--- src/hw/rtl/ict_pkg.sv ---
`timescale 1ns / 1ps

package ict_pkg;

  // Result codes
  localparam logic [1:0] KIND_CHAR = 2'd0;
  localparam logic [1:0] KIND_END  = 2'd1;
  localparam logic [1:0] KIND_ERR  = 2'd2;

  // Characters with a special role
  localparam logic [7:0] CH_DQUOTE = 8'h22;
  localparam logic [7:0] CH_SQUOTE = 8'h27;
  localparam logic [7:0] CH_UNDER  = 8'h5F;
  localparam logic [7:0] CH_HASH   = 8'h23;
  localparam logic [7:0] CH_COLON  = 8'h3A;
  localparam logic [7:0] CH_SLASH  = 8'h2F;
  localparam logic [7:0] CH_BSLASH = 8'h5C;
  localparam logic [7:0] CH_SPACE  = 8'h20;
  localparam logic [7:0] CH_TAB    = 8'h09;
  localparam logic [7:0] CH_CR     = 8'h0D;
  localparam logic [7:0] CH_LF     = 8'h0A;
  localparam logic [7:0] CH_NUL    = 8'h00;

  localparam int MAX_RESULTS         = 3;
  localparam int QUEUE_DEPTH_DEFAULT = 4;

  typedef enum logic [2:0] {
    MODE_IDLE  = 3'd0,
    MODE_WORD  = 3'd1,
    MODE_DONE  = 3'd2,
    MODE_COLON = 3'd3,
    MODE_SLASH = 3'd4,
    MODE_SKIP  = 3'd5,
    MODE_STR   = 3'd6,
    MODE_ESC   = 3'd7
  } lex_mode_t;

  typedef struct packed {
    logic [7:0] ch;
    logic       end_of_input;
  } in_item_t;

  typedef struct packed {
    logic [1:0] kind;
    logic [7:0] value;
    logic       last;
  } out_item_t;

  // All results caused by one input character
  typedef struct packed {
    logic [1:0]                        count;
    out_item_t [MAX_RESULTS-1:0]       items;
  } bundle_t;

endpackage

--- src/hw/rtl/ict_front.sv ---
`timescale 1ns / 1ps

module ict_front import ict_pkg::*; (
  input  logic     clk,
  input  logic     rst,
  input  logic     in_valid,
  output logic     in_ready,
  input  in_item_t in_item,
  output logic     push_valid,
  input  logic     push_ready,
  output bundle_t  push_data
);

  lex_mode_t  lex_mode, lex_mode_next;
  logic [7:0] open_quote, open_quote_next;

  // first-byte classification
  logic       st_emit;
  logic [1:0] st_kind;
  lex_mode_t  st_mode;
  logic       st_oq_wr;
  logic [7:0] st_oq;

  logic       pre_cnt_unused;
  logic [1:0] pre_cnt;
  out_item_t  pre0, pre1;
  logic       use_start;
  out_item_t [MAX_RESULTS-1:0] items;
  logic [1:0] count;
  logic [7:0] c;
  logic       is_word;
  logic       is_punct;

  assign c = in_item.ch;
  assign pre_cnt_unused = 1'b0;

  always_comb begin
    is_word = ((c >= 8'h61) && (c <= 8'h7A)) || ((c >= 8'h41) && (c <= 8'h5A)) ||
              ((c >= 8'h30) && (c <= 8'h39)) || (c == CH_UNDER);
    case (c) inside
      8'h2A, 8'h3B, 8'h2C, 8'h2E, 8'h3D, 8'h7B, 8'h7D, 8'h5B, 8'h5D,
      8'h3E, 8'h3C, 8'h28, 8'h29, 8'h2B, 8'h26, 8'h7C, 8'h21, 8'h2D:
        is_punct = 1'b1;
      default:
        is_punct = 1'b0;
    endcase
  end

  always_comb begin
    st_emit  = 1'b0;
    st_kind  = KIND_CHAR;
    st_mode  = MODE_IDLE;
    st_oq_wr = 1'b0;
    st_oq    = c;
    if (is_word || (c == CH_HASH)) begin
      st_emit = 1'b1;
      st_mode = MODE_WORD;
    end else if (is_punct) begin
      st_emit = 1'b1;
      st_mode = MODE_DONE;
    end else if (c == CH_COLON) begin
      st_emit = 1'b1;
      st_mode = MODE_COLON;
    end else if (c == CH_BSLASH) begin
      st_oq_wr = 1'b1;
      st_mode  = MODE_SKIP;
    end else if ((c == CH_DQUOTE) || (c == CH_SQUOTE)) begin
      st_emit  = 1'b1;
      st_oq_wr = 1'b1;
      st_mode  = MODE_STR;
    end else if (c == CH_SLASH) begin
      st_mode = MODE_SLASH;
    end else if ((c == CH_SPACE) || (c == CH_TAB) || (c == CH_CR) || (c == CH_LF) ||
                 (c == CH_NUL)) begin
      st_mode = MODE_IDLE;
    end else begin
      st_emit = 1'b1;
      st_kind = KIND_ERR;
    end
  end

  // per-mode decode: results ahead of the restart, then the restart itself
  always_comb begin
    lex_mode_next   = lex_mode;
    open_quote_next = open_quote;
    pre_cnt         = 2'd0;
    pre0            = '{kind: KIND_END, value: 8'h00, last: 1'b0};
    pre1            = '{kind: KIND_END, value: 8'h00, last: 1'b0};
    use_start       = 1'b0;
    if (in_item.end_of_input) begin
      if (lex_mode == MODE_SLASH) begin
        pre_cnt = 2'd2;
        pre0    = '{kind: KIND_CHAR, value: CH_SLASH, last: 1'b0};
      end else if ((lex_mode != MODE_IDLE) && (lex_mode != MODE_SKIP)) begin
        pre_cnt = 2'd1;
      end
      lex_mode_next   = MODE_IDLE;
      open_quote_next = 8'h00;
    end else begin
      unique case (lex_mode)
        MODE_WORD: begin
          pre_cnt = 2'd1;
          if (is_word) begin
            pre0 = '{kind: KIND_CHAR, value: c, last: 1'b0};
          end else begin
            use_start = 1'b1;
          end
        end
        MODE_DONE: begin
          pre_cnt   = 2'd1;
          use_start = 1'b1;
        end
        MODE_COLON: begin
          pre_cnt = 2'd1;
          if (c == CH_COLON) begin
            pre0          = '{kind: KIND_CHAR, value: c, last: 1'b0};
            lex_mode_next = MODE_DONE;
          end else begin
            use_start = 1'b1;
          end
        end
        MODE_SLASH: begin
          if (c == CH_SLASH) begin
            open_quote_next = CH_SLASH;
            lex_mode_next   = MODE_SKIP;
          end else begin
            pre_cnt   = 2'd2;
            pre0      = '{kind: KIND_CHAR, value: CH_SLASH, last: 1'b0};
            use_start = 1'b1;
          end
        end
        MODE_SKIP: begin
          if ((c == CH_CR) || (c == CH_LF) || ((c == CH_NUL) && (open_quote == CH_BSLASH))) begin
            lex_mode_next   = MODE_IDLE;
            open_quote_next = 8'h00;
          end
        end
        MODE_STR: begin
          if (c == CH_BSLASH) begin
            lex_mode_next = MODE_ESC;
          end else begin
            pre_cnt = 2'd1;
            pre0    = '{kind: KIND_CHAR, value: c, last: 1'b0};
            if (c == open_quote) begin
              lex_mode_next   = MODE_DONE;
              open_quote_next = 8'h00;
            end
          end
        end
        MODE_ESC: begin
          pre_cnt       = 2'd1;
          pre0          = '{kind: KIND_CHAR, value: c, last: 1'b0};
          lex_mode_next = MODE_STR;
        end
        default: begin
          use_start = 1'b1;
        end
      endcase
      if (use_start) begin
        lex_mode_next = st_mode;
        if (st_oq_wr) begin
          open_quote_next = st_oq;
        end
      end
    end
  end

  // pack results in order, flag the final one
  always_comb begin
    items    = '0;
    items[0] = pre0;
    items[1] = pre1;
    count    = pre_cnt;
    if (use_start && st_emit) begin
      items[pre_cnt] = '{kind: st_kind, value: c, last: 1'b0};
      count          = pre_cnt + 2'd1;
    end
    if (count != 2'd0) begin
      items[count - 2'd1].last = ~pre_cnt_unused;
    end
  end

  assign in_ready   = push_ready;
  assign push_valid = in_valid && (count != 2'd0);
  assign push_data  = '{count: count, items: items};

  always_ff @(posedge clk) begin
    if (rst) begin
      lex_mode   <= MODE_IDLE;
      open_quote <= 8'h00;
    end else if (in_valid && in_ready) begin
      lex_mode   <= lex_mode_next;
      open_quote <= open_quote_next;
    end
  end

endmodule

--- src/hw/rtl/ict_queue.sv ---
`timescale 1ns / 1ps

module ict_queue import ict_pkg::*; #(
  parameter int DEPTH = QUEUE_DEPTH_DEFAULT
) (
  input  logic    clk,
  input  logic    rst,
  input  logic    push_valid,
  output logic    push_ready,
  input  bundle_t push_data,
  output logic    pop_valid,
  input  logic    pop_ready,
  output bundle_t pop_data
);

  localparam int PTR_W = (DEPTH > 1) ? $clog2(DEPTH) : 1;
  localparam int CNT_W = $clog2(DEPTH + 1);

  bundle_t    entries [DEPTH];
  logic [PTR_W-1:0] wr_ptr, rd_ptr;
  logic [CNT_W-1:0] fill;
  logic       do_push, do_pop;

  assign push_ready = (fill != CNT_W'(DEPTH));
  assign pop_valid  = (fill != '0);
  assign pop_data   = entries[rd_ptr];
  assign do_push    = push_valid && push_ready;
  assign do_pop     = pop_valid && pop_ready;

  always_ff @(posedge clk) begin
    if (do_push) begin
      entries[wr_ptr] <= push_data;
    end
  end

  always_ff @(posedge clk) begin
    if (rst) begin
      wr_ptr <= '0;
      rd_ptr <= '0;
      fill   <= '0;
    end else begin
      if (do_push) begin
        wr_ptr <= (wr_ptr == PTR_W'(DEPTH - 1)) ? '0 : wr_ptr + PTR_W'(1);
      end
      if (do_pop) begin
        rd_ptr <= (rd_ptr == PTR_W'(DEPTH - 1)) ? '0 : rd_ptr + PTR_W'(1);
      end
      if (do_push && !do_pop) begin
        fill <= fill + CNT_W'(1);
      end else if (do_pop && !do_push) begin
        fill <= fill - CNT_W'(1);
      end
    end
  end

endmodule

--- src/hw/rtl/ict_back.sv ---
`timescale 1ns / 1ps

module ict_back import ict_pkg::*; (
  input  logic      clk,
  input  logic      rst,
  input  logic      pop_valid,
  output logic      pop_ready,
  input  bundle_t   pop_data,
  output logic      out_valid,
  input  logic      out_ready,
  output out_item_t out_item
);

  bundle_t    cur;
  logic       cur_valid;
  logic [1:0] idx;
  logic       at_last;

  assign at_last   = (idx == (cur.count - 2'd1));
  assign out_valid = cur_valid;
  assign out_item  = cur.items[idx];
  assign pop_ready = !cur_valid || (out_ready && at_last);

  always_ff @(posedge clk) begin
    if (pop_valid && pop_ready) begin
      cur <= pop_data;
    end
  end

  always_ff @(posedge clk) begin
    if (rst) begin
      cur_valid <= 1'b0;
      idx       <= 2'd0;
    end else if (pop_ready) begin
      cur_valid <= pop_valid;
      idx       <= 2'd0;
    end else if (out_ready) begin
      idx <= idx + 2'd1;
    end
  end

endmodule

--- src/hw/rtl/idl_char_tokenizer.sv ---
`timescale 1ns / 1ps

// Character-serial tokenizer for C-style interface text. One byte is taken
// per input transfer (end_of_input set flushes a pending token, ch ignored)
// and zero to three result transfers come out: token characters, end-of-token
// markers and error reports for unexpected bytes, with last marking the final
// result caused by that byte. The front end takes a new byte every cycle while
// the result queue has room; the output side sends one result per cycle while
// the receiver is ready, so a byte that causes several results can make the
// queue fill and hold the input back. Bytes that cause no result never
// enter the queue. QUEUE_DEPTH sets how many bytes' worth of results may wait
// between the two sides.

module idl_char_tokenizer import ict_pkg::*; #(
  parameter int QUEUE_DEPTH = QUEUE_DEPTH_DEFAULT
) (
  input  logic      clk,
  input  logic      rst,
  input  logic      in_valid,
  output logic      in_ready,
  input  in_item_t  in_item,
  output logic      out_valid,
  input  logic      out_ready,
  output out_item_t out_item
);

  // front end to queue
  logic    push_valid, push_ready;
  bundle_t push_data;

  // queue to serializer
  logic    pop_valid, pop_ready;
  bundle_t pop_data;

  // Lexer state machine: classifies each byte and produces its whole result
  // bundle in the transfer cycle.
  ict_front u_front (
    .clk        (clk),
    .rst        (rst),
    .in_valid   (in_valid),
    .in_ready   (in_ready),
    .in_item    (in_item),
    .push_valid (push_valid),
    .push_ready (push_ready),
    .push_data  (push_data)
  );

  // Decouples lexing from the output handshake.
  ict_queue #(
    .DEPTH (QUEUE_DEPTH)
  ) u_queue (
    .clk        (clk),
    .rst        (rst),
    .push_valid (push_valid),
    .push_ready (push_ready),
    .push_data  (push_data),
    .pop_valid  (pop_valid),
    .pop_ready  (pop_ready),
    .pop_data   (pop_data)
  );

  // Unpacks a bundle into single result transfers from a held register.
  ict_back u_back (
    .clk       (clk),
    .rst       (rst),
    .pop_valid (pop_valid),
    .pop_ready (pop_ready),
    .pop_data  (pop_data),
    .out_valid (out_valid),
    .out_ready (out_ready),
    .out_item  (out_item)
  );

endmodule

--- config.mk ---
export PLATFORM = sky130hd
export DESIGN_NAME = idl_char_tokenizer
export DESIGN_NICKNAME = d
export VERILOG_FILES = /design/src/hw/rtl/ict_pkg.sv /design/src/hw/rtl/ict_front.sv /design/src/hw/rtl/ict_queue.sv /design/src/hw/rtl/ict_back.sv /design/src/hw/rtl/idl_char_tokenizer.sv
export SDC_FILE = /design/constraint.sdc
export NUM_CORES = 1
export LEC_CHECK = 0
export BUFFER_PORTS_ARGS = -buffer_cell sky130_fd_sc_hd__buf_4
export CAP_MARGIN = 20
export CORE_ASPECT_RATIO = 0.6
export CORE_MARGIN = 5
export CORE_UTILIZATION = 35
export DETAILED_ROUTE_END_ITERATION = 8
export PLACE_DENSITY = 0.6
export SYNTH_ARGS = -nofsm -noshare
export SYNTH_HDL_FRONTEND = slang
export SYNTH_SLANG_ARGS = --single-unit
--- constraint.sdc ---
create_clock -name clk -period 4.7 [get_ports clk]
set_input_delay 0.235 -clock clk [delete_from_list [all_inputs] [get_ports clk]]
set_output_delay 0.235 -clock clk [all_outputs]
set_load 0.02 [all_outputs]
== Word level (Yosys, flattened, before mapping) ==
Memory sizes are Yosys's and may differ from the RTL's. A register that Yosys moved wholly into a read port is not among the register bits.
Index checks and enable logic that the tools add are counted.
Word-level totals
  register bits: 21
  memory bits (writable): 140
  output and inout port bits: 13
  memories: 1
Operators by class
  add/subtract/negate cells: 8
  order comparisons: 11
  equal/unequal tests: 47
  multiplexer cells: 78
  reductions and logical operators: 41
Memory list
  u_queue.entries: depth 4, bits a word 35, read ports 1, clocked after memory_dff 1, wr ports 1, line ict_queue.sv:19  | bundle_t entries [DEPTH];
Operators by type and width (number)
  $eq 8x6->1 const B: 19
  $bwmux 33: 2
  $mux 33: 2
  $eq 8x7->1 const B: 8
  $mux 8: 7
  $pmux 11 s5: 1
  $mux 10: 5
  $mux 3: 15
  $demux 11 s2: 2
  $mux 11: 3
  $mux 2: 13
  $eq 8x4->1 const B: 3
  $pmux 8 s3: 1
  $mux 1: 23
  $bmux 11 s2: 1
  $reduce_or 18->1: 1
  $ge 8x7->1 const B: 2
  $le 8x7->1 const B: 2
  $logic_and 1x1->1: 15
  $pmux 3 s5: 1
  $eq 3x3->1 const B: 4
  $logic_or 1x1->1: 12
  $lt 2x3->1 const B: 3
  $add 2x1->2 const B: 4
  26 further kinds: 36

== Depth between registers and ports, before layout ==
  depth after elaboration: 21
  depth in mapped cells: 13

== Cells and area by module ==
From an unflattened synthesis, not the netlist that was laid out.
Second synthesis, totals
  cells, all modules: 580
  area total of the unflattened synthesis: 8793.4 µm²
Modules (own cells, without submodules)
  ict_queue: times used 1, cells each 231, area an instance 5520.3 µm², sequential area each 4384.2 µm²
  ict_front: times used 1, cells each 254, area an instance 1783.0 µm², sequential area each 220.2 µm²
  ict_back: times used 1, cells each 95, area an instance 1490.2 µm², sequential area each 1111.1 µm²

== Worst setup path before layout ==
No wires, ideal clock.
  path kind: register -> register
  start: register u_back.idx[1]
  end: register u_queue.fill[2]
  library setup time: 71 ps
  arrival time: 3214 ps
  setup slack: 1415 ps
  cell stages (with the launch flop): 14
  buffers on the path: 1
  clock period less this slack: 3285 ps
  cell sequence: dfxtp_1 clkbuf_1 xnor2_1 nor2_1 a22oi_1 o21ai_0 o31a_1 inv_1 ha_1 inv_1 fa_1 xor2_1 or3_1 a21oi_1
On the way
  cells in the longest elaborated chain, start to end: 7
  elaborated cells between the ends (all ways): 9
  those cells by class: eq/ne: 1; mux: 1; reduce/logical: 7
RTL lines
  start: declaration: line ict_back.sv:16  | logic [1:0] idx;
  start signal: assignment: line ict_back.sv:38  | idx <= idx + 2'd1;
  $eq 2x2->1 *: line ict_back.sv:19  | assign at_last = (idx == (cur.count - 2'd1));
  $logic_and 1x1->1 *: line ict_back.sv:22  | assign pop_ready = !cur_valid || (out_ready && at_last);
  $logic_or 1x1->1 *: line ict_back.sv:22
  $logic_and 1x1->1 *: line ict_queue.sv:28  | assign do_pop = pop_valid && pop_ready;
  net u_queue.do_pop: line ict_queue.sv:22  | logic do_push, do_pop;
  $logic_not 1->1: line ict_queue.sv:48  | if (do_push && !do_pop) begin
  $logic_and 1x1->1: line ict_queue.sv:48
  $mux 3 or $reduce_bool 2->1 (tied branches)
  end signal: assignment: line ict_queue.sv:49  | fill <= fill + CNT_W'(1);
  end signal: assignment: line ict_queue.sv:51  | fill <= fill - CNT_W'(1);
  end: declaration: line ict_queue.sv:21  | logic [CNT_W-1:0] fill;
Mark *: on every way through the listed nets, which the timed path passes. The rest lies on a longest branch.
A chain may end at the register's enable or synchronous reset.

== Final worst setup path ==
  start: register u_front.lex_mode[2]
  end: register u_queue.fill[2]
On the way
  cells in the longest elaborated chain, start to end: 13
  elaborated cells between the ends (all ways): 30
  those cells by class: add/sub: 1; eq/ne: 8; mux: 9; reduce/logical: 12
RTL lines
  start: declaration: line ict_front.sv:14  | lex_mode_t lex_mode, lex_mode_next;
  start signal: assignment: line ict_front.sv:192  | lex_mode <= lex_mode_next;
  parallel branches: the longest is 6 deep, another holds $add 2x1->2
  $mux 2 *: line ict_front.sv:174  | if (use_start && st_emit) begin
  $reduce_bool 2->1 *: line ict_front.sv:184  | assign push_valid = in_valid && (count != 2'd0);
  $logic_and 1x1->1 *: line ict_front.sv:184
  $logic_and 1x1->1 *: line ict_queue.sv:27  | assign do_push = push_valid && push_ready;
  net u_queue.do_push: line ict_queue.sv:22
  $logic_not 1->1: line ict_queue.sv:50  | end else if (do_pop && !do_push) begin
  $logic_and 1x1->1: line ict_queue.sv:50
  $reduce_bool 2->1 (no line)
Mark *: on every way through the listed nets, which the timed path passes. The select of a mux whose other input is x is not followed.

==> results.json <==
{
  "ys.flop_type": "sky130_fd_sc_hd__edfxtp_1",
  "detailedRoute.firstPassIterationCount": 5,
  "floorplan.rows": 43,
  "ctsResizeCount": 0,
  "worstSetupEndpoint": "u_queue.fill[2]$_SDFFE_PP0P_",
  "insertion_delay_ns": 0.42,
  "synth_cells": 547,
  "detailroute.via_count": 4736,
  "post-dp-hpwl_mm": 11.5,
  "initial_standard_cell_utilization_of_the_core_pct": 35.7,
  "crit_cells": 12,
  "final_cells": 901,
  "floorplan.core_area_sq_um": 23200,
  "ff2ff_setup_slack_ns": 1.19,
  "cts-buffers-inserted": 17,
  "whs_path_depth": 3,
  "clk_path_buf_depth": 2,
  "fin_setup_tns_ns": 0,
  "final_net_count": 597,
  "tightest_slew_ns": 0.623,
  "critPathArrivalTime_ns": 3.86,
  "worst-setup-path-type": "reg -> reg",
  "holdCritPathClass": "in -> reg",
  "worst-endpoint-required_ns": 5.04,
  "async_reset_ff_share_pct": 0,
  "crit_slowest_cell": "sky130_fd_sc_hd__dfxtp_1",
  "cellPowerDensity_nw_per_um2": 496,
  "final_hold_viol_count": 0,
  "worstHoldStart": "out_ready",
  "outcome": "complete, no violations",
  "drive_above_1_share_pct": 20.0,
  "finalHoldWorstSlack_ns": 0.111,
  "syn_nets": 570,
  "worstReg2RegEnd": "u_queue.fill[2]$_SDFFE_PP0P_",
  "die_width_um": 208,
  "grt_overflow": 0,
  "length_in_cells_of_the_worst_reg_to_reg_path": 12,
  "static-leakage-power_nw": 3.07,
  "final.min_clock_period_ns": 3.51,
  "detail_route.iter0.violations": 394,
  "final.setup_skew_ns": 0.00983,
  "unrepaired_setup_endpoints_after_global_routing": "false",
  "ys_seq_elements": 191,
  "r2r-start": "u_front.lex_mode[2]$_SDFFE_PP0P_",
  "fillerInstances": 2087,
  "place.gp.congestion": 0.814,
  "grt_first_pass_wirelength_mm": 28.4,
  "critical-path-top-delay-family": "adder cells",
  "seq_area_frac_synth_pct": 66.8,
  "timing.critical_path.slowest_cell_delay_ns": 0.63,
  "synth.cell_area_sq_um": 8270,
  "vdd.ir_drop.worst_v": 0.000349,
  "routed_length_per_placed_instance_um": 20.0,
  "die_area_sq_um": 26900,
  "routed_wl_mm": 18.0,
  "top_level_ports": 26,
  "global_route.usage.total_pct": 13.8,
  "setup.worst_path.start_class": "flip-flop",
  "setup.worst_path.end_class": "flip-flop",
  "clock-root-buffer": "sky130_fd_sc_hd__clkbuf_16",
  "post_cts.repair.setup_buffers": 0,
  "fin_area_sq_um": 9380,
  "ys.warnings.count": 0,
  "num_antenna_cells": 0,
  "route.detailed.drc": 0,
  "worst-path-max-fanout": 16,
  "ant_nets": 0,
  "io_buffers": 25,
  "avgSynthCellArea_sq_um": 15.1,
  "ctsHoldBuffers": 0,
  "number_of_antenna_violations_at_the_first_check_in_global_routing": 0,
  "finish.utilization_pct": 40.5,
  "area_overhead_of_the_layout_relative_to_synthesis_pct": 13.5,
  "synth-edff-count": 170,
  "max_slew_headroom_at_the_worst_pin_pct": 58.0,
  "clock_sinks": 191,
  "startpoint": "u_front.lex_mode[2]$_SDFFE_PP0P_",
  "cp_num_buf_inv": 1,
  "die_span_y_um": 129,
  "max_clock_freq_mhz": 285,
  "grt_pass1_vias": 4713,
  "worstPathCellList": "nand2b_1 -> nor2_1 -> o21ai_0 -> ha_1 -> nor2_1 -> a211oi_4 -> ha_1 -> inv_1 -> fa_1 -> xor2_1 -> or3_1 -> a21oi_1",
  "timing.final.crit_share_pct": 74.7,
  "cts_tree": "done",
  "detail_route.vias_per_cell": 5.26,
  "cts_htree_levels": 4,
  "placed_cell_area_sq_um": 8820,
  "clkTransAtPathRegs_ns": 0.07,
  "max_cap_viol_count": 0,
  "grt_max_degree": 37,
  "place.detailed.instances": 870,
  "drv_slew": 0,
  "post_synth_num_cell_types": 66,
  "finalSetupViolCount": 0
}
==> layout by cell type, fill, tap and decap left out, drive strengths merged, types with 2 or more instances in the layout <==
cell      count
edfxtp      170
nor2         49
o21ai        35
buf          35
mux4         34
nand2        34
inv          23
dfxtp        21
clkbuf       17
a21oi        16
mux2i        15
nor3         12
xor2         11
ha            9
nand3         9
nor2b         7
a31oi         6
clkinv        6
nand2b        5
a32oi         5
a211oi        5
xnor2         4
and3          4
and2          4
nor4          4
clkinvlp      3
o31ai         3
o2bb2ai       2
or2           2
or3           2
nand3b        2
nor4bb        2
a41oi         2
a311oi        2
bufinv        2
o311ai        2
==> per-stage QoR <==
step                      total power [mW]  setup WS [ns]
final                                 4.65           1.19
after CTS                             4.71           1.23
after global routing                  4.88          0.980
after floorplan                       2.96           1.41
after detailed placement              3.32           1.05
after global placement                3.30           1.24
==> power by group <==
group	leakage (nW)	switching [mW]	internal, mW
registers	1.71	0.103	2.17
logic	1.09	0.560	0.417
clock network	0.271	0.619	0.780
total	3.07	1.28	3.37
==> area by class of cell <==
type	instances	area, sq um	share of cell area (%)
sequential	191	5530	58.9
inverter	20	75.1	0.800
tap	315	394	4.20
multi-input combinational	309	2560	27.3
clock inverter	14	140	1.49
timing repair buffer	35	263	2.80
clock buffer	17	425	4.53
==> cells by family after synthesis <==
logic type	after synthesis	synth area share, %
adder cells (fa/ha/maj)	10	1.60
AND/OR/NAND/NOR	145	9.26
multiplexers	50	11.3
buffers and inverters	47	2.25
flip-flops	191	66.8
XOR/XNOR	15	1.59
AO/OA/AOI/OAI	89	7.23
==> synth_stat cells (5+ instances only) <==
cell type	n	area (sq um)
sky130_fd_sc_hd__a21oi_1	16	80.1
sky130_fd_sc_hd__a31oi_1	6	37.5
sky130_fd_sc_hd__a32oi_1	5	43.8
sky130_fd_sc_hd__buf_1	5	18.8
sky130_fd_sc_hd__buf_2	5	25.0
sky130_fd_sc_hd__clkbuf_1	16	60.1
sky130_fd_sc_hd__dfxtp_1	21	420
sky130_fd_sc_hd__edfxtp_1	170	5100
sky130_fd_sc_hd__ha_1	9	113
sky130_fd_sc_hd__inv_1	20	75.1
sky130_fd_sc_hd__mux2i_1	15	150
sky130_fd_sc_hd__mux4_2	34	766
sky130_fd_sc_hd__nand2_1	33	124
sky130_fd_sc_hd__nand2b_1	5	31.3
sky130_fd_sc_hd__nand3_1	8	40.0
sky130_fd_sc_hd__nor2_1	49	184
sky130_fd_sc_hd__nor2b_1	6	37.5
sky130_fd_sc_hd__nor3_1	11	55.1
sky130_fd_sc_hd__o21ai_0	35	175
sky130_fd_sc_hd__xor2_1	11	96.3
==> worst register-to-register path: stages (launching register included) <==
cell	delay, ns
sky130_fd_sc_hd__dfxtp_1	0.63
sky130_fd_sc_hd__nand2b_1	0.19
sky130_fd_sc_hd__nor2_1	0.15
sky130_fd_sc_hd__o21ai_0	0.24
sky130_fd_sc_hd__ha_1	0.39
sky130_fd_sc_hd__nor2_1	0.07
sky130_fd_sc_hd__a211oi_4	0.43
sky130_fd_sc_hd__ha_1	0.26
sky130_fd_sc_hd__inv_1	0.06
sky130_fd_sc_hd__fa_1	0.37
sky130_fd_sc_hd__xor2_1	0.18
sky130_fd_sc_hd__or3_1	0.32
sky130_fd_sc_hd__a21oi_1	0.16
==> per-layer routing <==
layer  vias to the layer above  global-route usage (%)  wire length (um)
met1                      2440                    20.7              8790
met5                         -                       0                 0
met4                         0                    3.63               189
li1                       2157                       -                 -
met2                       124                    20.2              7960
met3                        15                    3.53              1100
==> flip-flops by register name, summed over array words and instances, names as in the netlist <==
| name | flops |
|---|---|
| u_back.cur | 34 |
| u_back.idx | 2 |
| u_back.out_valid | 1 |
| u_front.lex_mode | 3 |
| u_front.open_quote | 8 |
| u_queue.entries | 136 |
| u_queue.fill | 3 |
| u_queue.rd_ptr | 2 |
| u_queue.wr_ptr | 2 |
==> worst min-delay path by stage <==
stage                                                 to  slack, ns
after detailed placement  u_queue.wr_ptr[1]$_SDFFE_PP0P_       0.50
after CTS                     u_back.idx[0]$_SDFFE_PP0P_       0.09
after global placement    u_queue.wr_ptr[1]$_SDFFE_PP0P_       0.48
after global routing          u_back.idx[0]$_SDFFE_PP0P_       0.11
after floorplan               u_back.idx[0]$_SDFFE_PP0P_       0.41
final                         u_back.idx[0]$_SDFFE_PP0P_       0.11
Note: power is estimated with default switching activity, not from simulation.
